[config.mk]
export PLATFORM = sky130hd
export DESIGN_NAME = rgb_to_hsv_converter_unit
export DESIGN_NICKNAME = d
export VERILOG_FILES = /design/src/rhc_pkg.sv /design/src/rhc_div.sv /design/src/rgb_to_hsv_converter_unit.sv
export SDC_FILE = /design/constraint.sdc
export NUM_CORES = 1
export LEC_CHECK = 0
export BUFFER_PORTS_ARGS = -buffer_cell sky130_fd_sc_hd__buf_2
export CAP_MARGIN = 20
export CELL_PAD_IN_SITES_DETAIL_PLACEMENT = 1
export CELL_PAD_IN_SITES_GLOBAL_PLACEMENT = 2
export CORE_MARGIN = 2
export CORE_UTILIZATION = 48
export DETAILED_ROUTE_END_ITERATION = 12
export GPL_ROUTABILITY_DRIVEN = 0
export PLACE_DENSITY = 0.82
export SYNTH_ARGS = -nofsm -noshare
export SYNTH_HDL_FRONTEND = slang
export SYNTH_SLANG_ARGS = --single-unit
[constraint.sdc]
create_clock -name clk -period 12.9 [get_ports clk]
set_input_delay 0.645 -clock clk [delete_from_list [all_inputs] [get_ports clk]]
set_output_delay 0.645 -clock clk [all_outputs]
set_load 0.1 [all_outputs]
[src/rhc_pkg.sv]
// ----------------------------------------------------------------------------
// RGB to HSV converter package
// Shared constants, codes and pipeline sideband type for the converter.
// ----------------------------------------------------------------------------
package rhc_pkg;

  localparam int HUE_FRACTION_BITS = 6;
  localparam int CH_W = 8;
  localparam int HUE_W = 15;
  localparam int SECTOR_UNITS = 60 << HUE_FRACTION_BITS;
  localparam int HUE_TURN = 6 * SECTOR_UNITS;
  localparam int HQ_W = $clog2(SECTOR_UNITS + 1);
  localparam int QUO_W = (HQ_W > CH_W) ? HQ_W : CH_W;
  localparam int NUM_W = CH_W + QUO_W;
  localparam int HSUM_W = $clog2(HUE_TURN + 1);
  localparam int IN_W = 3 * CH_W;
  localparam int OUT_W = ((HUE_W + 2 * CH_W + 7) / 8) * 8;

  localparam logic [1:0] SEL_RED = 2'd0;
  localparam logic [1:0] SEL_GREEN = 2'd1;
  localparam logic [1:0] SEL_BLUE = 2'd2;

  typedef struct packed {
    logic [1:0] sel;
    logic neg;
    logic dzero;
    logic [CH_W-1:0] hi;
  } side_t;

endpackage

[src/rhc_div.sv]
// ----------------------------------------------------------------------------
// Pipelined restoring divider
// Produces one quotient bit per stage, most significant bit first.
// ----------------------------------------------------------------------------
module rhc_div
  import rhc_pkg::*;
(
  input  logic             clk,
  input  logic [QUO_W-1:0] en,
  input  logic [NUM_W-1:0] num,
  input  logic [CH_W-1:0]  den,
  output logic [QUO_W-1:0] quo
);

  logic [NUM_W-1:0] rem [QUO_W];
  logic [CH_W-1:0]  dv  [QUO_W];
  logic [QUO_W-1:0] qv  [QUO_W];

  genvar j;
  generate
    for (j = 0; j < QUO_W; j++) begin : g_stage
      logic [NUM_W-1:0] rem_in;
      logic [CH_W-1:0]  den_in;
      logic [QUO_W-1:0] q_in;
      logic [NUM_W-1:0] trial;
      logic             fits;

      if (j == 0) begin : g_first
        assign rem_in = num;
        assign den_in = den;
        assign q_in   = '0;
      end else begin : g_next
        assign rem_in = rem[j-1];
        assign den_in = dv[j-1];
        assign q_in   = qv[j-1];
      end

      assign trial = NUM_W'(den_in) << (QUO_W - 1 - j);
      assign fits  = (rem_in >= trial);

      always_ff @(posedge clk) begin
        if (en[j]) begin
          rem[j] <= fits ? (rem_in - trial) : rem_in;
          dv[j]  <= den_in;
          qv[j]  <= q_in | (fits ? (QUO_W'(1) << (QUO_W - 1 - j)) : '0);
        end
      end
    end
  endgenerate

  assign quo = qv[QUO_W-1];

endmodule

[src/rgb_to_hsv_converter_unit.sv]
// ----------------------------------------------------------------------------
// RGB to HSV converter
// Converts one 8-bit RGB pixel per clock, unless stalled, to fixed-point HSV.
// ----------------------------------------------------------------------------
// The unit accepts one pixel per clock while the output is not stalled, and
// returns one result per pixel, in order, through the input register, the
// max/min stage, the numerator stage, twelve divider stages of one quotient
// bit each and the output register. Two pipelined restoring dividers run
// side by side, one for hue and one for saturation. Each stage holds while
// the stage after it is full and stalled, so empty slots are filled during a
// downstream stall. Hue is in 1/64-degree units, 0 to 23039.
module rgb_to_hsv_converter_unit
  import rhc_pkg::*;
(
  input  logic             clk,
  input  logic             rst,
  input  logic             s_tvalid,
  output logic             s_tready,
  input  logic [IN_W-1:0]  s_tdata,   // red, green, blue
  output logic             m_tvalid,
  input  logic             m_tready,
  output logic [OUT_W-1:0] m_tdata    // hue, saturation, brightness, zero pad
);

  localparam int NSTG = QUO_W + 4;
  localparam int DIV0 = 3;
  localparam int DLAST = DIV0 + QUO_W - 1;

  logic [NSTG-1:0] valid;
  logic [NSTG:0]   ready;

  assign ready[NSTG] = m_tready;

  genvar k;
  generate
    for (k = 0; k < NSTG; k++) begin : g_rdy
      assign ready[k] = !valid[k] || ready[k+1];
    end
  endgenerate

  always_ff @(posedge clk) begin
    if (rst) begin
      valid <= '0;
    end else begin
      if (ready[0]) begin
        valid[0] <= s_tvalid;
      end
      for (int i = 1; i < NSTG; i++) begin
        if (ready[i]) begin
          valid[i] <= valid[i-1];
        end
      end
    end
  end

  assign s_tready = ready[0];

  logic [CH_W-1:0] r0, g0, b0;

  always_ff @(posedge clk) begin
    if (ready[0]) begin
      r0 <= s_tdata[0 +: CH_W];
      g0 <= s_tdata[CH_W +: CH_W];
      b0 <= s_tdata[2*CH_W +: CH_W];
    end
  end

  logic [CH_W-1:0] hi_c, lo_c, pa_c, pb_c;
  logic [1:0]      sel_c;
  logic [CH_W-1:0] hi1, lo1, pa1, pb1;
  logic [1:0]      sel1;

  always_comb begin
    hi_c = r0;
    lo_c = r0;
    if (g0 > hi_c) hi_c = g0;
    if (b0 > hi_c) hi_c = b0;
    if (g0 < lo_c) lo_c = g0;
    if (b0 < lo_c) lo_c = b0;
    if (hi_c == r0) begin
      sel_c = SEL_RED;
      pa_c  = g0;
      pb_c  = b0;
    end else if (hi_c == g0) begin
      sel_c = SEL_GREEN;
      pa_c  = b0;
      pb_c  = r0;
    end else begin
      sel_c = SEL_BLUE;
      pa_c  = r0;
      pb_c  = g0;
    end
  end

  always_ff @(posedge clk) begin
    if (ready[1]) begin
      hi1  <= hi_c;
      lo1  <= lo_c;
      pa1  <= pa_c;
      pb1  <= pb_c;
      sel1 <= sel_c;
    end
  end

  logic [CH_W-1:0]  delta_c, absd_c;
  logic             neg_c;
  logic [NUM_W-1:0] hnum2, snum2;
  logic [CH_W-1:0]  delta2;
  side_t            side [NSTG];

  assign delta_c = hi1 - lo1;
  assign neg_c   = (pa1 < pb1);
  assign absd_c  = neg_c ? (pb1 - pa1) : (pa1 - pb1);

  always_ff @(posedge clk) begin
    if (ready[2]) begin
      hnum2         <= NUM_W'(SECTOR_UNITS) * NUM_W'(absd_c);
      snum2         <= (NUM_W'(delta_c) << CH_W) - NUM_W'(delta_c);
      delta2        <= delta_c;
      side[2].sel   <= sel1;
      side[2].neg   <= neg_c;
      side[2].dzero <= (delta_c == '0);
      side[2].hi    <= hi1;
    end
  end

  generate
    for (k = DIV0; k <= DLAST; k++) begin : g_side
      always_ff @(posedge clk) begin
        if (ready[k]) begin
          side[k] <= side[k-1];
        end
      end
    end
  endgenerate

  logic [QUO_W-1:0] hquo, squo;

  rhc_div u_hdiv (
    .clk (clk),
    .en  (ready[DIV0 +: QUO_W]),
    .num (hnum2),
    .den (delta2),
    .quo (hquo)
  );

  rhc_div u_sdiv (
    .clk (clk),
    .en  (ready[DIV0 +: QUO_W]),
    .num (snum2),
    .den (side[2].hi),
    .quo (squo)
  );

  side_t             sd;
  logic [HSUM_W-1:0] q_ext, base, hue_c;
  logic [HUE_W-1:0]  hue_o;
  logic [CH_W-1:0]   sat_o, bri_o;

  assign sd    = side[DLAST];
  assign q_ext = HSUM_W'(hquo);

  always_comb begin
    case (sd.sel)
      SEL_RED:   base = '0;
      SEL_GREEN: base = HSUM_W'(2 * SECTOR_UNITS);
      SEL_BLUE:  base = HSUM_W'(4 * SECTOR_UNITS);
      default:   base = '0;
    endcase
    if (sd.dzero) begin
      hue_c = '0;
    end else if (!sd.neg) begin
      hue_c = base + q_ext;
    end else if (sd.sel == SEL_RED) begin
      hue_c = (q_ext == '0) ? '0 : (HSUM_W'(HUE_TURN) - q_ext);
    end else begin
      hue_c = base - q_ext;
    end
  end

  always_ff @(posedge clk) begin
    if (ready[NSTG-1]) begin
      hue_o <= HUE_W'(hue_c);
      sat_o <= (sd.hi == '0) ? '0 : squo[CH_W-1:0];
      bri_o <= sd.hi;
    end
  end

  assign m_tvalid = valid[NSTG-1];
  assign m_tdata  = OUT_W'({bri_o, sat_o, hue_o});

  a_full_stall_blocks: assert property (@(posedge clk) disable iff (rst)
    ((&valid) && !m_tready) |-> !s_tready)
    else $error("input accepted while the pipeline is full and stalled");

  a_gray_hue_zero: assert property (@(posedge clk) disable iff (rst)
    (m_tvalid && sat_o == '0) |-> (hue_o == '0))
    else $error("gray pixel produced nonzero hue");

  a_black_sat_zero: assert property (@(posedge clk) disable iff (rst)
    (m_tvalid && bri_o == '0) |-> (sat_o == '0))
    else $error("black pixel produced nonzero saturation");

  a_hue_range: assert property (@(posedge clk) disable iff (rst)
    (m_tvalid && (HUE_TURN <= (1 << HUE_W))) |-> (int'(hue_o) < HUE_TURN))
    else $error("hue outside a full turn");

endmodule

==> results.toml, run 1 <==
[worst_setup_path]
endpoint_kind = "flip-flop"
critical-path-slowest-cell = "or4_1"
worstSetupPathType = "flip-flop to flip-flop"
startpoint = "r0[7]"
critical-path-max-stage-delay_ns = 0.94
cp.arrival_ns = 6.54
r2r_slack_ns = 6.74
worstPathMaxFanout = 18
crit_chain = "inv_1, ha_1, nand2_1, o21ai_1, o21ai_0, nand2_1, nor2_1, a21oi_1, ha_1, nor2b_1, o211ai_1, a211o_1, and2_1, nor2_1, a211o_1, a221o_1, or4_1, mux2_4"
worst_setup_path_start_kind = "flip-flop"
worstPathRequired_ns = 13.28
rr_startpoint = "r0[7]"

[global_route]
grt_pass1_vias = 28731
groute.usage.overall = 0.189
grt_max_degree = 72
overflow = 0
grt_pass1_wl_mm = 143
antenna_found_initial = 0

[logic_synthesis]
synth-edff-count = 852
ys_warn_count = 0
synth_simple_gate_area_frac = 0.103
synthCells = 3497
synth.area.mux_share = 0.0249
synthAdderAreaFrac = 0.0950
avgSynthCellArea_um2 = 12.4
synth-compound-area-share = 0.0874
ys_seq_area_frac = 0.599
synth_top_family_by_area = "simple AND/OR/NAND/NOR gates"
synth-xor-area-share = 0.0488
ys_async_sr_fraction = 0
syn_area_mm2 = 0.0433
ys_ff_latch = 868
ys.flop_type = "edfxtp_1"
synth.distinct_cells = 83

[routing]
routed_wl_mm = 87.1
postRouteAntennaNets = 0
wl_per_cell_um = 17.9
drc = 0
viasPerCell = 5.38
dr.first_iter.drc_count = 1055
firstDrtPassIters = 5
dr_total_vias = 26237

[clocking]
cts_tree = "yes"
cts.sinks = 868
clock_latency_ns = 0.64
cts.path.max_buffers = 3
ctsHoldBuffers = 0
cts_resized = 0
h-tree-depth = 3
cts_setup_buffers = 0
cts_root_buf = "clkbuf_16"
cts_buffers = 94
clkTransAtPathRegs_ns = 0.06

[finish]
nNetsFinal = 3961
drive_above_1_share = 0.0807
fin_cells = 4881
diodes = 0
area_growth_pct = 11.3

[floorplanning]
die_h_um = 304
std_cell_rows = 110
initial_utilization = 0.483
core_mm2 = 0.0896
die_area_mm2 = 0.0925
fp.dieW_um = 304
ios = 62

[run]
max_cap_viol_count = 0

[timing]
setup_viol = 0
hold_viol_final = 0
rsz0062_at_grt = "no"
fmax_ghz = 0.162
skew_ns = 0.0329
tns_ns = 0
drv_slew = 0
fin_crit_sh = 0.477
maxSlewHeadroom = 0.275
finalCriticalPeriod_ns = 6.16
worst_pin_slew_ns = 1.08

[worst_hold_path]
hp-start = "s_tdata[8]"
hold_class = "primary input to flip-flop"

[placed_design]
hpwl_mm = 66.2
io_buffers = 60
placed_cells = 4701

[status]
outcome = "completed"

[pwr]
ir_worst_vdd_v = 0.000555
power_per_cell_area_mw_per_mm2 = 294
p_leak_nw = 19.4
p_total_mw = 14.1
-- registers in the layout (all words and copies together), names as in the netlist, 12 cells and up --
| register | count |
|---|---|
| u_sdiv.qv | 36 |
| u_sdiv.rem | 212 |
| side | 107 |
| u_hdiv.qv | 78 |
| u_sdiv.dv | 49 |
| u_hdiv.dv | 85 |
| valid | 16 |
| hnum2 | 12 |
| hue_o | 15 |
| snum2 | 17 |
| u_hdiv.rem | 160 |
-- power breakdown --
group | internal (mW) | switching (mW)
registers | 4.82 | 0.730
clock network | 1.57 | 1.07
logic | 2.56 | 3.38
-- stage by stage --
| step | utilization | setup WS [ns] | hold WS (ns) | cell area, um^2 |
|---|---|---|---|---|
| floorplan | - | 7.18 | 0.400 | 43300 |
| global placement | 0.502 | 7.15 | 0.401 | 45000 |
| CTS | 0.536 | 6.81 | 0.129 | 48000 |
| detailed placement | 0.502 | 6.84 | 0.406 | 45000 |
| finish | 0.537 | 6.74 | 0.179 | 48100 |
| global route | 0.537 | 6.35 | 0.142 | 48100 |
-- cells by family after synthesis --
kind of cell / after synthesis
adders and majority gates: 305
other: 1
AOI/OAI and AO/OA: 609
xor gates and xnor gates: 241
buffers and inverters: 475
and+or+nand+nor: 898
DFF: 868
muxes: 100
-- cells in the final DEF, fill, tap and decap left out, types with 34 or more instances in the layout --
cell       Yosys  layout
xor2_1        94      94
nand2_1      205     201
nand2b_1      35      35
clkbuf_16      0      98
inv_1        419     413
o21ai_0      180     180
mux2_2        34      34
mux2i_1       59      59
nor2_1       261     261
nor4_1        45      45
ha_1         266     266
nand3_1       48      46
buf_2          3      60
a21o_1        41      41
nand4_1       37      37
fa_1          39      39
nor2b_1       61      61
a21oi_1      170     170
edfxtp_1     852     852
o31ai_1       35      34
nor3_1        68      68
a21boi_0      55      55
xnor2_1      147     147
-- worst paths after layout --
check             cells past startpoint                to
setup / recovery                     18            pa1[1]
setup reg to reg                     18            pa1[1]
hold reg to reg                       0  u_hdiv.qv[1][45]
hold / removal                        1             g0[0]
-- critical path: cells and delay by family (launching register included) --
family          cells  cell delay [ns]
fa+ha+maj           2             0.68
flops               1             0.49
simple gates        7             2.35
mux                 1             0.48
buf+inv             1             0.15
compound gates      7             1.72
-- metal layers --
metal | routed length [um] | track usage
met1 | 33400 | 0.199
met2 | 47700 | 0.370
met3 | 2530 | 0.0250
met4 | 3540 | 0.0832
met5 | 0 | 0
-- synthesized netlist by cell type (48+ instances only) --
master,number,share of area
edfxtp_1,852,0.59
inv_1,419,0.036
ha_1,266,0.077
nor2_1,261,0.023
nand2_1,205,0.018
o21ai_0,180,0.021
a21oi_1,170,0.020
xnor2_1,147,0.030
xor2_1,94,0.019
nor3_1,68,0.0079
nor2b_1,61,0.0088
mux2i_1,59,0.014
a21boi_0,55,0.0095
nand3_1,48,0.0056
-- final cells by class --
| class | count | area, um^2 |
|---|---|---|
| timing repair buffer | 87 | 534 |
| sequential | 868 | 25900 |
| tap | 1176 | 1470 |
| clock buffer | 130 | 2600 |
| fill | 9058 | 41500 |
| inverter | 422 | 1580 |
| clock inverter | 43 | 437 |
| multi-input combinational | 2155 | 15600 |
Power figures use the tool's default switching activity.
==> run 2: changes to the inputs <==
Settings changed: CORE_UTILIZATION 48 to 41, PLACE_DENSITY 0.82 to 0.74.
Clock period 12.9 ns to 5.35 ns, I/O delays scaled along.
==> results.toml, run 2 (synthesized netlist as in run 1, its figures left out) <==
[status]
outcome = "completed"

[global_route]
grt_use_met2 = 0.313
grt_pass1_vias = 27590
groute.usage.overall = 0.157
grt_pass1_wl_mm = 138
met1_usage = 0.165
busiest_layer = "met2"
grt_max_degree = 71
use_met3 = 0.0239
overflow = 0
antenna_found_initial = 0

[worst_setup_path]
worstSetupPathType = "flip-flop to flip-flop"
worst_setup_path_start_kind = "flip-flop"
cp.arrival_ns = 5.53
crit_top_cell = "inv_2"
critical-path-max-stage-delay_ns = 0.49
worstPathMaxFanout = 6
worstPathRequired_ns = 5.77
critical-path-slowest-cell = "fa_1"
endpoint_kind = "flip-flop"

[floorplanning]
std_cell_rows = 119
die_area_mm2 = 0.108
ios = 62
core_mm2 = 0.105
die_h_um = 329
initial_utilization = 0.412
fp.dieW_um = 329

[pwr]
p_leak_nw = 19.9
p_int_mw = 22.5
pwr-share-seq = 0.378
clock_power_share = 0.191
ir_worst_vdd_v = 0.000754
power_per_cell_area_mw_per_mm2 = 712
sw_frac_of_total = 0.360
combPwrFrac = 0.431
p_sw_mw = 12.7
p_total_mw = 35.2

[finish]
fin_cells = 5179
final_common_cell = "edfxtp_1"
drive_above_1_share = 0.102
largest_reg_flops = 212
diodes = 0
fillCellCount = 10858
multi_input_area_mm2 = 0.0157
area_growth_pct = 14.3
layout_common_cells = "852 x edfxtp_1, 409 x inv_1, 263 x ha_1"
regArea_mm2 = 0.0259
reg_top3 = "u_sdiv.rem (212), u_hdiv.rem (160), side (107)"
top_register = "u_sdiv.rem"
nNetsFinal = 4042

[placed_design]
hpwl_mm = 64.1
placed_cells = 4961
io_buffers = 60

[routing]
drc = 0
wl_per_cell_um = 16.2
viasPerCell = 5.01
postRouteAntennaNets = 0
routed_wl_mm = 84.1
dr.first_iter.drc_count = 975
dr_total_vias = 25940
firstDrtPassIters = 5

[timing]
fmax_ghz = 0.196
finalCriticalPeriod_ns = 5.11
drv_slew = 0
hold_viol_final = 0
skew_ns = 0.0172
setup_viol = 0
fin_crit_sh = 0.955
maxSlewHeadroom = 0.265
worst_pin_slew_ns = 1.09

[clocking]
clock_latency_ns = 0.68
clkTransAtPathRegs_ns = 0.06
cts.path.max_buffers = 3
cts.sinks = 868
cts_buffers = 96
cts_root_buf = "clkbuf_16"
cts_tree = "yes"
h-tree-depth = 3

[worst_hold_path]
hold_class = "primary input to flip-flop"

[run]
max_cap_viol_count = 0
[run 2: changes by cell type in the layout (fill, tap and decap cells not counted), sizes merged]
cell / previous run / this run
buf: 85 / 138
bufinv: 8 / 13
clkbuf: 132 / 118
clkinv: 32 / 40
clkinvlp: 2 / 7
dlygate4sd3: 0 / 27
inv: 423 / 422
[run 2: metrics by stage]
stage | setup slack (ns) | hold slack (ns) | area, um^2 | util | setup TNS [ns]
after floorplan | 0.0283 | 0.366 | 43300 | - | 0
after global placement | -0.0249 | 0.401 | 45600 | 0.435 | -0.0249
after detailed placement | -0.106 | 0.405 | 45600 | 0.435 | -0.209
after CTS | 0.0104 | 0.00942 | 49200 | 0.469 | 0
after global routing | -0.0665 | 0.0485 | 49400 | 0.471 | -0.107
final | 0.240 | 0.0571 | 49400 | 0.471 | 0
[run 2: timing repair]
| item | 4_1_cts | 5_1_grt |
|---|---|---|
| hold buffers | 27 | 0 |
| setup endpoints to repair | 2 | 4 |
| hold endpoints to repair | 40 | 0 |
| pin swaps | 2 | 18 |
| setup buffers | 2 | 8 |
| resized for setup | 8 | 26 |
| cloned | 0 | 0 |
[run 2: path summary, 6_finish.rpt]
check | startpoint | end | slack (ns) | cells past startpoint
worst max-delay path | pa1[0] | hnum2[19] | 0.24 | 26
worst max register to register | pa1[0] | hnum2[19] | 0.24 | 26
worst min register to register | side[0][83] | side[0][95] | 0.41 | 0
worst min-delay path | m_tready | valid[15] | 0.06 | 4
[run 2: layout make-up]
class	count	area share
timing repair buffer	166	0.0246
clock buffer	117	0.0502
multi-input combinational	2155	0.318
inverter	422	0.0320
sequential	868	0.524
clock inverter	60	0.0159
tap	1391	0.0352
[run 2: layer usage]
layer | part of all wire | routed length (um)
met5 | 0 | 0
met4 | 0.029 | 2410
met3 | 0.023 | 1970
met2 | 0.55 | 46500
met1 | 0.39 | 33200
[run 2: power by group through the flow]
stage / logic [mW] / registers (mW) / clock network (mW)
2_1_floorplan: 10.6 / 13.3 / 0
3_3_place_gp: 14.4 / 13.4 / 0
3_5_place_dp: 14.7 / 13.5 / 0
4_1_cts: 14.8 / 13.4 / 6.94
5_1_grt: 17.3 / 13.7 / 7.17
6_report: 15.2 / 13.3 / 6.73
[run 2: critical path: cells and delay by family, from the launching register on]
family | cells | cell delay, ns
adder cells (fa/ha/maj) | 5 | 1.71
AO/OA/AOI/OAI | 10 | 1.53
buffers and inverters | 7 | 0.56
flip-flops | 1 | 0.39
XOR/XNOR | 2 | 0.27
multiplexers | 1 | 0.21
AND/OR/NAND/NOR | 1 | 0.15
==> run 3: changes to the inputs <==
Settings changed: CORE_UTILIZATION 41 to 42, CTS_BUF_LIST from default to sky130_fd_sc_hd__clkbuf_4, PLACE_DENSITY 0.74 to 0.76.
==> results.toml, run 3 (synthesized netlist as in run 1, its figures left out) <==
[finish]
layout_common_cells = "852 x edfxtp_1, 413 x inv_1, 319 x clkbuf_4"
final_common_cell = "edfxtp_1"
regArea_mm2 = 0.0259
multi_input_area_mm2 = 0.0158
fillCellCount = 10796
area_growth_pct = 14.1
drive_above_1_share = 0.147
top_register = "u_sdiv.rem"
reg_top3 = "u_sdiv.rem (212), u_hdiv.rem (160), side (107)"
nNetsFinal = 4197
fin_area_mm2 = 0.0494
largest_reg_flops = 212

[clocking]
h-tree-depth = 4
cts_buffers = 227
cts_tree = "yes"
clkTransAtPathRegs_ns = 0.08
cts_root_buf = "clkbuf_4"
clock_latency_ns = 1.12
cts.sinks = 868
cts.path.max_buffers = 3

[routing]
firstDrtPassIters = 5
drc = 0
wl_per_cell_um = 16.0
dr_total_vias = 26999
postRouteAntennaNets = 0
viasPerCell = 4.99
dr.first_iter.drc_count = 914
routed_wl_mm = 86.4

[pwr]
p_leak_nw = 20.2
ir_worst_vdd_v = 0.00119
p_sw_mw = 12.7
clock_power_share = 0.167
sw_frac_of_total = 0.372
pwr-share-seq = 0.389
p_int_mw = 21.5
combPwrFrac = 0.444
power_per_cell_area_mw_per_mm2 = 693

[floorplanning]
die_area_mm2 = 0.106
core_mm2 = 0.102
die_h_um = 325
std_cell_rows = 117
fp.dieW_um = 325
initial_utilization = 0.424
ios = 62

[worst_setup_path]
reg2reg_depth = 25
endpoint_kind = "flip-flop"
reg2reg_to = "hnum2[19]"
cp.arrival_ns = 6.01
worstPathRequired_ns = 6.16
worstPathMaxFanout = 5
rr_startpoint = "pa1[0]"
worstSetupPathType = "flip-flop to flip-flop"
worst_setup_path_start_kind = "flip-flop"
r2r_slack_ns = 0.16

[global_route]
grt_pass1_vias = 29320
grt_pass1_wl_mm = 142
antenna_found_initial = 2
groute.usage.overall = 0.165
overflow = 0
grt_max_degree = 74

[run]
max_cap_viol_count = 0

[timing]
fmax_ghz = 0.192
tns_ns = 0
finalCriticalPeriod_ns = 5.19
drv_slew = 0
maxSlewHeadroom = 0.280
hold_viol_final = 0
rsz0062_at_grt = "yes"
setup_viol = 0
skew_ns = 0.0692
setup_ws_ns = 0.155
fin_crit_sh = 0.971
worst_pin_slew_ns = 1.08
whs_ns = 0.377

[status]
outcome = "completed"

[placed_design]
hpwl_mm = 64.5
io_buffers = 60
dp_slack_ns = -0.109
dpl_cell_area_mm2 = 0.0455

[worst_hold_path]
hold_class = "flip-flop to flip-flop"
hold_path_end = "u_hdiv.qv[2][26]"
hold_depth = 0
hp-start = "u_hdiv.qv[2][14]"
-- run 3: cell types whose count changed in the layout (fill, tap and decap cells not counted), moves of 5 or more --
cell | before | now
clkbuf_4 | 0 | 319
clkbuf_16 | 96 | 0
clkinv_1 | 15 | 55
dlygate4sd3_1 | 27 | 57
clkbuf_1 | 21 | 0
bufinv_16 | 13 | 3
clkinvlp_4 | 7 | 1
buf_4 | 72 | 67
clkinv_16 | 5 | 0
-- run 3: worst max-delay path, cell delays in order, from the launching register on --
cell	delay [ns]
edfxtp_1	0.39
inv_1	0.08
ha_2	0.18
inv_1	0.06
fa_2	0.36
a21o_1	0.18
a21o_1	0.20
a21oi_2	0.14
o21ai_2	0.08
nand2_2	0.13
buf_6	0.15
mux2i_4	0.24
o21ai_1	0.09
a221o_1	0.40
xnor2_2	0.18
fa_1	0.54
inv_1	0.05
fa_1	0.49
inv_1	0.07
ha_4	0.27
inv_1	0.05
o21bai_1	0.17
a21oi_2	0.09
o21bai_1	0.14
a21oi_1	0.09
xnor2_1	0.13
-- run 3: how the worst max path moves through the flow --
stage	start	to
2_1_floorplan	pa1[0]	hnum2[19]
3_3_place_gp	pa1[0]	hnum2[19]
3_5_place_dp	pa1[0]	hnum2[19]
4_1_cts	pa1[0]	hnum2[19]
5_1_grt	pa1[0]	hnum2[19]
6_report	pa1[0]	hnum2[19]
-- run 3: cell type report --
class	instances	share of cell area
clock inverter	90	0.0111
clock buffer	319	0.0485
tap	1368	0.0347
multi-input combinational	2155	0.319
timing repair buffer	190	0.0293
sequential	868	0.525
inverter	422	0.0321
antenna	3	0.000152
-- run 3: power groups by stage --
stage	clock (mW)	sequential, mW	combinational (mW)
final	5.73	13.3	15.2
after global routing	6.31	13.7	17.4
after CTS	5.99	13.4	15.0
after detailed placement	0	13.5	14.7
after global placement	0	13.4	14.4
after floorplan	0	13.3	10.6
-- run 3: what timing repair did --
action / CTS / global route
buffers inserted: 2 / 7
hold buffers: 57 / 0
pin swaps: 4 / 18
gates cloned: 0 / 0
setup endpoints to repair: 2 / 22
gates resized for setup: 6 / 32
endpoints found under the hold margin: 103 / 0
-- run 3: per-stage QoR --
step           instances  utilization  total power [mW]
4_1_cts             5401        0.481              34.4
3_3_place_gp        4933        0.446              27.7
3_5_place_dp        4933        0.446              28.2
2_1_floorplan       3498            -              23.9
6_report            5415        0.484              34.2
5_1_grt             5415        0.484              37.3
-- run 3: layer usage --
layer / GRT usage / share of wire
met1: 0.163 / 0.38
met2: 0.326 / 0.56
met3: 0.0313 / 0.029
met4: 0.0769 / 0.033
met5: 0 / 0
